## src/rgbc_pkg.sv

```systemverilog
// ----------------------------------------------------------------------------
// rgbc_pkg
// Shared types and constants of the 3x3 RGB convolution unit: pixel and
// transfer payloads, kernel packing and configuration register indexes.
// ----------------------------------------------------------------------------
package rgbc_pkg;

   // pixel and position widths
   localparam int PIX_W      = 8;
   localparam int POS_W      = 10;
   localparam int COEF_W     = 16;
   localparam int SIZE_CFG_W = 11;
   localparam int KROW_W     = 3 * COEF_W;

   // window geometry
   localparam int WIN_DIM  = 3;
   localparam int WIN_TAPS = WIN_DIM * WIN_DIM;
   localparam int MIN_SIZE = 3;

   // configuration port
   localparam int CSR_IDX_W  = 3;
   localparam int CSR_DATA_W = KROW_W;

   localparam logic [CSR_IDX_W-1:0] CSR_IMAGE_WIDTH   = 3'd0;
   localparam logic [CSR_IDX_W-1:0] CSR_IMAGE_HEIGHT  = 3'd1;
   localparam logic [CSR_IDX_W-1:0] CSR_KERNEL_TOP    = 3'd2;
   localparam logic [CSR_IDX_W-1:0] CSR_KERNEL_MIDDLE = 3'd3;
   localparam logic [CSR_IDX_W-1:0] CSR_KERNEL_BOTTOM = 3'd4;

   // register reset values
   localparam logic [SIZE_CFG_W-1:0] RST_IMAGE_WIDTH   = 11'd640;
   localparam logic [SIZE_CFG_W-1:0] RST_IMAGE_HEIGHT  = 11'd480;
   localparam logic [KROW_W-1:0]     RST_KERNEL_TOP    = 48'h0;
   localparam logic [KROW_W-1:0]     RST_KERNEL_MIDDLE = 48'h0000_1000_0000;
   localparam logic [KROW_W-1:0]     RST_KERNEL_BOTTOM = 48'h0;

   // one rgb pixel, red in the low byte
   typedef struct packed {
      logic [PIX_W-1:0] blue;
      logic [PIX_W-1:0] green;
      logic [PIX_W-1:0] red;
   } pix_type;

   // one line store entry: the two lines above the current one
   typedef struct packed {
      pix_type older;
      pix_type newer;
   } line_pair_type;

   // position and frame tag of a result
   typedef struct packed {
      logic [POS_W-1:0] centre_row;
      logic [POS_W-1:0] centre_column;
      logic             frame_last;
   } meta_type;

   typedef struct packed {
      logic [PIX_W-1:0] in_red;
      logic [PIX_W-1:0] in_green;
      logic [PIX_W-1:0] in_blue;
      logic             frame_start;
   } req_type;

   typedef struct packed {
      logic [PIX_W-1:0] out_red;
      logic [PIX_W-1:0] out_green;
      logic [PIX_W-1:0] out_blue;
      logic [POS_W-1:0] centre_row;
      logic [POS_W-1:0] centre_column;
      logic             frame_last;
   } rsp_type;

endpackage

```

## src/rgbc_window.sv

```systemverilog
// ----------------------------------------------------------------------------
// rgbc_window
// 3x3 pixel window. Each pixel shifts the columns left and loads the new
// right column: two lines above from the line store, then the pixel itself.
// ----------------------------------------------------------------------------
module rgbc_window
   import rgbc_pkg::*;
(
   input  logic                        clock,
   input  logic                        reset,
   input  logic                        shift,
   input  pix_type                     above2,
   input  pix_type                     above1,
   input  pix_type                     pix,
   output pix_type [WIN_TAPS-1:0]      taps
);

   pix_type [WIN_TAPS-1:0] taps_ff;
   pix_type [WIN_TAPS-1:0] taps_in;

   // shift left within each row, new right column
   always_comb begin
      for (int row = 0; row < WIN_DIM; row++) begin
         for (int col = 0; col < WIN_DIM - 1; col++) begin
            taps_in[row*WIN_DIM + col] = taps_ff[row*WIN_DIM + col + 1];
         end
      end
      taps_in[WIN_DIM - 1]            = above2;
      taps_in[2*WIN_DIM - 1]          = above1;
      taps_in[WIN_TAPS - 1]           = pix;
   end

   always_ff @(posedge clock) begin
      if (reset) begin
         taps_ff <= '0;
      end else if (shift) begin
         taps_ff <= taps_in;
      end
   end

   assign taps = taps_ff;

endmodule

```

## config.mk

```make
export PLATFORM = sky130hd
export DESIGN_NAME = rgbc_window
export DESIGN_NICKNAME = d
export VERILOG_FILES = /design/src/rgbc_pkg.sv /design/src/rgbc_window.sv
export SDC_FILE = /design/constraint.sdc
export NUM_CORES = 1
export LEC_CHECK = 0
export ABC_AREA = 1
export BUFFER_PORTS_ARGS = -buffer_cell sky130_fd_sc_hd__clkbuf_2
export CAP_MARGIN = 20
export CORE_ASPECT_RATIO = 1.2
export CORE_MARGIN = 4
export CORE_UTILIZATION = 25
export CTS_CLUSTER_SIZE = 12
export DETAILED_ROUTE_END_ITERATION = 6
export GPL_TIMING_DRIVEN = 0
export SYNTH_ARGS = -nofsm -noshare
export SYNTH_HDL_FRONTEND = slang
export SYNTH_SLANG_ARGS = --single-unit
export TNS_END_PERCENT = 30
```

## constraint.sdc

```tcl
create_clock -name clock -period 2.2 [get_ports clock]
set_clock_uncertainty 0.15 [all_clocks]
set_input_delay 0.33 -clock clock [delete_from_list [all_inputs] [get_ports clock]]
set_output_delay 0.33 -clock clock [all_outputs]
set_load 0.03 [all_outputs]
```

==> flow_summary.toml <==
[setup_path]
cpPeakStageDelay_ns = 0.45
crit_required_ns = 1.72
cp-end-kind = "output pin"
path_buf_inv = 1
critical_path_depth = 1
crit_family = "flip-flops"
cp-start-kind = "flop"
crit_type = "flop to output pin"
crit_slowest_cell = "dfxtp_1"
crit_chain = "clkbuf_2"
cp.arrival_ns = 1.22
cp_max_fo = 3
rr_worst_depth = 4

[placed_design]
dpl.hpwl_mm = 21.4
globalplace.congestion = 0.823
postPlaceCellArea_um2 = 11000
io_buffers = 289

[routing]
first_iter_violations = 362
routedWlPerCell_um = 12.7
vias = 8748
drc = 0
routed_wl_mm = 28.3
vias_per_cell = 3.92
final_antenna_net_count = 0
dr.pass1.iters = 4

[flow_run]
maxCapViolCount = 0

[floorplanning]
io-pin-count = 291
initial_core_util_pct = 25.5
die_height_um = 215
die_width_um = 181
fp.dieArea_um2 = 38800
core_area_um2 = 35100
num_rows = 75

[grt]
grt_max_degree = 13
antenna_found_initial = 0
grt_pass1_vias = 8551
track_usage_pct = 14.2
grt_overflow = 0
grt_pass1_wl_mm = 45.3

[clock_network]
cts_root_buf = "clkbuf_16"
ctsResizeCount = 0
cts-htree-levels = 1
cts_setup_buffers = 0
clkLatencyLatePin_ns = 0.53
cts.path.max_buffers = 3
cts_tree = "yes"
clk_pin_slew_worst_paths_ns = 0.06
numCtsBuffers = 25
cts.sinks = 216

[pwr]
clkPwrFrac_pct = 39.8
internal-power_w = 0.00727
p_sw_share_pct = 29.6
p_sw_w = 0.00306
pwr_density_cell_nw_per_um2 = 827
leakagePower_nw = 6.89
p_seq_share_pct = 42.4
comb_power_share_pct = 17.8
peakVddDrop_mv = 0.419

[timing]
final_max_slew_viol_count = 0
hold_violations = 0
rsz0062_at_grt = "no"
fin_setup_tns_ns = 0
fin_crit_ns = 1.70
tightest_slew_ns = 0.507
max-slew-margin-rel_pct = 66.2
fin_crit_sh_pct = 77.2
setup_viol = 0
max_clock_freq_mhz = 589

[outcome]
outcome = "complete, no violations"

[cells_and_area]
drive_above_1_share_pct = 22.2
design_area_um2 = 12500
area_growth_pct = 39.8
largest_reg_flops = 216
antennaDiodeCount = 0
nNetsFinal = 1831

[hold_path]
hold_path.class = "primary input to flop"
whs_path_depth = 5

[logic_synthesis]
ys_seq_elements = 216
synth_edf_count = 0
synth_common_cells = "432 x nand2_1, 432 x nor2_1, 216 x dfxtp_1, 216 x inv_1, 25 x buf_6"
yosysTopAreaCell = "dfxtp_1"
async_flop_share_pct = 0
synth_area_leaders = "dfxtp_1 48%, nand2_1 18%, nor2_1 18%, inv_1 9.1%, buf_6 3.2%"
synth_top_area_share_pct = 48.4
synth_cells = 1368
synth_warnings = 0
synth_nets = 1443
synth.avg_cell_area_um2 = 6.53
syn_area_um2 = 8930
synthFlopType = "dfxtp_1"
synthDistinctLibCells = 10
ys_seq_area_share_pct = 48.4
layout by cell type (no fill, tap or decap), drive strengths merged:
cell | netlist | final
clkinvlp | 0 | 1
buf | 68 | 68
nor2 | 432 | 432
nand2 | 432 | 432
clkinv | 0 | 5
dlygate4sd3 | 0 | 72
inv | 217 | 218
dfxtp | 216 | 216
bufinv | 0 | 2
clkbuf | 3 | 325
final timing paths:
kind              startpoint        end  slack (ns)
hold reg to reg     taps[86]   taps[86]        0.32
hold / removal         shift  taps[199]        0.15
setup / recovery    taps[48]   taps[48]        0.50
setup reg to reg    taps[48]   taps[24]        1.29
logic make-up (layout without fill, tap and decap cells):
kind of cell           count (synthesis)  in the layout  share of synthesized area, %
buffers and inverters                288            691                          15.3
flip-flops                           216            216                          48.4
AND/OR/NAND/NOR                      864            864                          36.3
power groups by stage:
stage / registers, W / logic (W) / clock network [W]
2_1_floorplan: 0.00493 / 0.000696 / 0
3_3_place_gp: 0.00446 / 0.00174 / 0
3_5_place_dp: 0.00446 / 0.00175 / 0
4_1_cts: 0.00438 / 0.00186 / 0.00425
5_1_grt: 0.00441 / 0.00204 / 0.00441
6_report: 0.00438 / 0.00183 / 0.00411
area by class of cell:
type	instances	area [µm²]
plain buffers	71	553
clock buffers	33	706
clock inverters	9	101
fillers	3826	22600
inverters	217	815
multi-input cells	864	3240
flip-flops and latches	216	4320
well taps	462	578
repair buffers	361	2170
per-layer routing:
| metal | part of all wire (%) | global-route usage, % |
|---|---|---|
| met4 | 3.3 | 5.37 |
| met5 | 0 | 0 |
| met1 | 42 | 16.7 |
| met2 | 48 | 24.9 |
| met3 | 7.1 | 3.75 |
stage by stage:
stage | util, % | hold slack (ns) | total power (W) | setup slack [ns] | cells
final | 35.6 | 0.151 | 0.0103 | 0.503 | 2233
after CTS | 35.6 | 0.124 | 0.0105 | 0.454 | 2233
after floorplan | - | 0.368 | 0.00563 | 1.08 | 1368
after global placement | 31.2 | 0.305 | 0.00620 | 0.557 | 2119
after global routing | 35.6 | 0.174 | 0.0109 | 0.437 | 2233
after detailed placement | 31.2 | 0.314 | 0.00622 | 0.541 | 2119
repair_timing:
| action | CTS | global route |
|---|---|---|
| hold buffers | 72 | 0 |
| setup endpoints to repair | 0 | 0 |
| endpoints found under the hold margin | 72 | 0 |
Power figures use the tool's default switching activity.
