--- config.mk ---
export PLATFORM = sky130hd
export DESIGN_NAME = rgbc_filter
export DESIGN_NICKNAME = d
export VERILOG_FILES = /design/src/rgbc_pkg.sv /design/src/rgbc_filter.sv
export SDC_FILE = /design/constraint.sdc
export NUM_CORES = 2
export LEC_CHECK = 0
export ABC_AREA = 1
export ABC_CLOCK_PERIOD_IN_PS = 4900
export BUFFER_PORTS_ARGS = -buffer_cell sky130_fd_sc_hd__buf_4
export CAP_MARGIN = 20
export CELL_PAD_IN_SITES_DETAIL_PLACEMENT = 0
export CELL_PAD_IN_SITES_GLOBAL_PLACEMENT = 2
export CORE_MARGIN = 5
export CORE_UTILIZATION = 36
export CTS_CLUSTER_SIZE = 8
export DETAILED_ROUTE_END_ITERATION = 6
export PLACE_DENSITY = 0.78
export SLEW_MARGIN = 10
export SYNTH_ARGS = -nofsm -noshare
export SYNTH_HDL_FRONTEND = slang
export SYNTH_SLANG_ARGS = --single-unit
--- constraint.sdc ---
create_clock -name clock -period 4.9 [get_ports clock]
set_input_delay 0.49 -clock clock [delete_from_list [all_inputs] [get_ports clock]]
set_output_delay 0.49 -clock clock [all_outputs]
set_load 0.005 [all_outputs]
--- src/rgbc_pkg.sv ---
// ----------------------------------------------------------------------------
// rgbc_pkg
// Shared types and constants of the 3x3 RGB convolution unit: pixel and
// transfer payloads, kernel packing and configuration register indexes.
// ----------------------------------------------------------------------------
package rgbc_pkg;

   // pixel and position widths
   localparam int PIX_W      = 8;
   localparam int POS_W      = 10;
   localparam int COEF_W     = 16;
   localparam int SIZE_CFG_W = 11;
   localparam int KROW_W     = 3 * COEF_W;

   // window geometry
   localparam int WIN_DIM  = 3;
   localparam int WIN_TAPS = WIN_DIM * WIN_DIM;
   localparam int MIN_SIZE = 3;

   // configuration port
   localparam int CSR_IDX_W  = 3;
   localparam int CSR_DATA_W = KROW_W;

   localparam logic [CSR_IDX_W-1:0] CSR_IMAGE_WIDTH   = 3'd0;
   localparam logic [CSR_IDX_W-1:0] CSR_IMAGE_HEIGHT  = 3'd1;
   localparam logic [CSR_IDX_W-1:0] CSR_KERNEL_TOP    = 3'd2;
   localparam logic [CSR_IDX_W-1:0] CSR_KERNEL_MIDDLE = 3'd3;
   localparam logic [CSR_IDX_W-1:0] CSR_KERNEL_BOTTOM = 3'd4;

   // register reset values
   localparam logic [SIZE_CFG_W-1:0] RST_IMAGE_WIDTH   = 11'd640;
   localparam logic [SIZE_CFG_W-1:0] RST_IMAGE_HEIGHT  = 11'd480;
   localparam logic [KROW_W-1:0]     RST_KERNEL_TOP    = 48'h0;
   localparam logic [KROW_W-1:0]     RST_KERNEL_MIDDLE = 48'h0000_1000_0000;
   localparam logic [KROW_W-1:0]     RST_KERNEL_BOTTOM = 48'h0;

   // one rgb pixel, red in the low byte
   typedef struct packed {
      logic [PIX_W-1:0] blue;
      logic [PIX_W-1:0] green;
      logic [PIX_W-1:0] red;
   } pix_type;

   // one line store entry: the two lines above the current one
   typedef struct packed {
      pix_type older;
      pix_type newer;
   } line_pair_type;

   // position and frame tag of a result
   typedef struct packed {
      logic [POS_W-1:0] centre_row;
      logic [POS_W-1:0] centre_column;
      logic             frame_last;
   } meta_type;

   typedef struct packed {
      logic [PIX_W-1:0] in_red;
      logic [PIX_W-1:0] in_green;
      logic [PIX_W-1:0] in_blue;
      logic             frame_start;
   } req_type;

   typedef struct packed {
      logic [PIX_W-1:0] out_red;
      logic [PIX_W-1:0] out_green;
      logic [PIX_W-1:0] out_blue;
      logic [POS_W-1:0] centre_row;
      logic [POS_W-1:0] centre_column;
      logic             frame_last;
   } rsp_type;

endpackage

--- src/rgbc_filter.sv ---
// ----------------------------------------------------------------------------
// rgbc_filter
// Kernel filter of one color channel: nine products, row sums, total,
// floor shift by the coefficient fraction and saturation to 0..255.
// Three register stages, all advancing together.
// ----------------------------------------------------------------------------
module rgbc_filter
   import rgbc_pkg::*;
#(
   parameter int COEF_FRAC_BITS = 12
) (
   input  logic                               clock,
   input  logic                               adv,
   input  logic [WIN_TAPS-1:0][PIX_W-1:0]     px,
   input  logic [WIN_TAPS-1:0][COEF_W-1:0]    coef,
   output logic [PIX_W-1:0]                   result
);

   localparam int PROD_W = PIX_W + 1 + COEF_W;
   localparam int RSUM_W = PROD_W + 2;
   localparam int SUM_W  = PROD_W + 4;

   logic signed [PROD_W-1:0] prod_ff [WIN_TAPS];
   logic signed [RSUM_W-1:0] rsum_ff [WIN_DIM];
   logic signed [SUM_W-1:0]  total;
   logic signed [SUM_W-1:0]  scaled;
   logic [PIX_W-1:0]         sat_in;
   logic [PIX_W-1:0]         result_ff;

   // products of pixel and signed coefficient
   always_ff @(posedge clock) begin
      if (adv) begin
         for (int k = 0; k < WIN_TAPS; k++) begin
            prod_ff[k] <= $signed({1'b0, px[k]}) * $signed(coef[k]);
         end
      end
   end

   // sum per kernel row
   always_ff @(posedge clock) begin
      if (adv) begin
         for (int r = 0; r < WIN_DIM; r++) begin
            rsum_ff[r] <= RSUM_W'(prod_ff[r*WIN_DIM])
                        + RSUM_W'(prod_ff[r*WIN_DIM + 1])
                        + RSUM_W'(prod_ff[r*WIN_DIM + 2]);
         end
      end
   end

   // total, floor shift and clamp
   always_comb begin
      total  = SUM_W'(rsum_ff[0]) + SUM_W'(rsum_ff[1]) + SUM_W'(rsum_ff[2]);
      scaled = total >>> COEF_FRAC_BITS;
      if (total[SUM_W-1]) begin
         sat_in = '0;
      end else if (scaled > SUM_W'(255)) begin
         sat_in = '1;
      end else begin
         sat_in = scaled[PIX_W-1:0];
      end
   end

   always_ff @(posedge clock) begin
      if (adv) begin
         result_ff <= sat_in;
      end
   end

   assign result = result_ff;

endmodule

==> flow_metrics.tcl <==
set metrics [dict create \
    drive_gt1_frac 0.05671 \
    synth_ff_type "edfxtp_1" \
    grt_usage 0.1760 \
    drt_wl_total_um 150700 \
    die_y_um 419.8 \
    yosysWarningCount 0 \
    ys_top_cells_by_area "fa_1 (34%), edfxtp_1 (16%), inv_1 (14%)" \
    reg2reg_to "rsum_ff[0][46]" \
    num_rows 150 \
    ant_nets 0 \
    initial_core_util 0.3619 \
    min_path_type "in -> reg" \
    clkTransAtPathRegs_ns 0.05 \
    port_buffers 225 \
    wl_per_cell_um 15.53 \
    grt_first_pass_wirelength_um 250100 \
    syn_area_um2 60460 \
    crit_path_end "prod_ff[0][124]" \
    fin_cells 9706 \
    post_cts_buffers 0 \
    setup.worst_path.start "px[32]" \
    synthArstFlopShare 0 \
    grt_max_degree 104 \
    postPlaceCellArea_um2 64590 \
    worst_setup_path_start_kind "input port" \
    cts_resized 0 \
    layout.nets 9271 \
    ys_types 45 \
    die_x_um 419.8 \
    end_kind "flop" \
    yosys.area.top_type "fa_1" \
    clk_path_buf_depth 3 \
    die_area_um2 176200 \
    area_delta_synth_final_pct 9.036 \
    ys_ff_latch 314 \
    tightest_slew_ns 0.8628 \
    required_ns 5.33 \
    period_needed_ns 4.398 \
    outcome "complete, no violations" \
    grt_remaining_overflow 0 \
    r2r_cells 13 \
    period_share 0.8975 \
    cts_tree "built" \
    stdcell_area_um2 65920 \
    setup_viol 0 \
    htreeDepth 2 \
    finalMaxSlewViolations 0 \
    synth_fp_nets 9180 \
    hold_viol 0 \
    root_buffer "clkbuf_16" \
    drc 0 \
    ioPinCount 226 \
    hold_buffers 0 \
    rsz0062_at_grt "false" \
    clock_sinks 314 \
    worstPathArrival_ns 4.82 \
    dp.cells 9634 \
    antenna_found_initial 8 \
    crit_fanout 12 \
    rrSetupSlack_ns 1.55 \
    gp_congestion 0.8498 \
    fin_skew_ns 0.01403 \
    core-area_um2 167000 \
    fmax_mhz 227.4 \
    clock_latency_ns 0.57 \
    maxCapViolations 0 \
    vias_per_cell 4.527 \
    synth_top_area_frac 0.3384 \
    vias 43940 \
    timing.rr.start "prod_ff[0][76]" \
    cts_buffers 47 \
    synth-edff-count 314 \
    synth_area_per_cell_um2 8.183 \
    drtIter0Drc 2187 \
    firstDrtPassIters 5 \
    grt_pass1_vias 46960 \
    synthCells 7388 \
    critPathKind "in -> reg" \
    synth_seq_area_share 0.1560 \
    dp_hpwl_um 129600 \
    maxSlewHeadroom 0.4248 \
]
-- per-layer routing --
layer,track usage,share of wire
met1,0.2441,0.47
met2,0.3053,0.49
met3,0.01437,0.027
met4,0.03064,0.016
met5,0,0.000086
-- critical path, stage by stage --
cell,delay [ns]
buf_4,0.17
nand2_1,0.11
inv_1,0.09
fa_1,0.72
inv_1,0.09
fa_1,0.48
inv_1,0.05
fa_1,0.56
fa_1,0.45
ha_1,0.41
nand4_1,0.16
nor4_1,0.20
buf_4,0.16
nand3_1,0.05
nand3_1,0.09
xor2_1,0.32
buf_4,0.21
-- cells by family (layout without fill, tap and decap cells) --
group / Yosys count / after routing / share of synthesized area
AO/OA/AOI/OAI: 587 / 587 / 0.05451
XOR/XNOR: 284 / 284 / 0.04145
adder cells (fa/ha/maj): 1574 / 1574 / 0.4527
buffers and inverters: 2608 / 2714 / 0.1626
flip-flops: 314 / 314 / 0.1560
other: 0 / 8 / 0
AND/OR/NAND/NOR: 2021 / 2021 / 0.1328
-- Yosys cell counts (all sizes together), types with 9 or more instances --
| master | number |
|---|---|
| a31oi | 21 |
| a21boi | 11 |
| nor3 | 39 |
| o31ai | 9 |
| fa | 1022 |
| o21bai | 37 |
| edfxtp | 314 |
| clkbuf | 288 |
| o21ai | 154 |
| nand4 | 32 |
| nor4 | 19 |
| xor2 | 168 |
| ha | 552 |
| nor2 | 148 |
| nand2 | 1646 |
| a21o | 23 |
| inv | 2320 |
| a21oi | 301 |
| nand3 | 132 |
| xnor2 | 116 |
-- area by class of cell --
cell class	count	area (µm²)
multi-input cells	4466	41200
repair buffers	330	2497
diodes	8	20.02
flip-flops and latches	314	9429
fillers	17330	101100
clock inverters	6	68.82
well taps	2204	2758
clock buffers	58	1239
inverters	2320	8708
-- through the flow --
step | hold slack [ns] | setup WS [ns] | utilization | TNS (ns)
after CTS | 0.2260 | 0.5499 | 0.3945 | 0
after global placement | 0.7401 | 0.005157 | 0.3867 | 0
after floorplan | 0.6025 | 0.07031 | - | 0
after detailed placement | 0.7473 | -0.03076 | 0.3867 | -0.03076
final | 0.2575 | 0.5023 | 0.3946 | 0
after global routing | 0.2469 | 0.2528 | 0.3946 | 0
-- state kept, by name, indices dropped and copies added, names as in the netlist --
name / flops
prod_ff: 225
rsum_ff: 81
result: 8
-- cell usage in the layout, fill, tap and decap left out, types with 10 or more instances in the layout --
cell       instances
nor4_1            18
fa_1            1022
ha_1             552
o21ai_1           28
inv_2             10
xor2_1           167
nor3_1            35
a21o_1            23
edfxtp_1         314
buf_4            328
nor2_1           142
a31oi_1           21
o21bai_1          36
clkbuf_1          10
nand2_1         1638
nand4_1           32
o21ai_0          119
inv_1           2310
a21oi_1          299
nand3_1          131
xnor2_1          116
clkbuf_16         48
-- how the worst min path moves through the flow --
stage | from | end | slack, ns | depth (start not counted)
after floorplan | adv | prod_ff[0][0] | 0.60 | 0
after global placement | prod_ff[0][101] | rsum_ff[0][28] | 0.74 | 2
after detailed placement | prod_ff[0][101] | rsum_ff[0][28] | 0.75 | 2
after CTS | coef[64] | prod_ff[0][100] | 0.23 | 3
after global routing | coef[64] | prod_ff[0][100] | 0.25 | 3
final | coef[64] | prod_ff[0][100] | 0.26 | 3
Power is not shown: default switching activity piles up to over one toggle a cycle in this logic, so the estimate is an artifact.
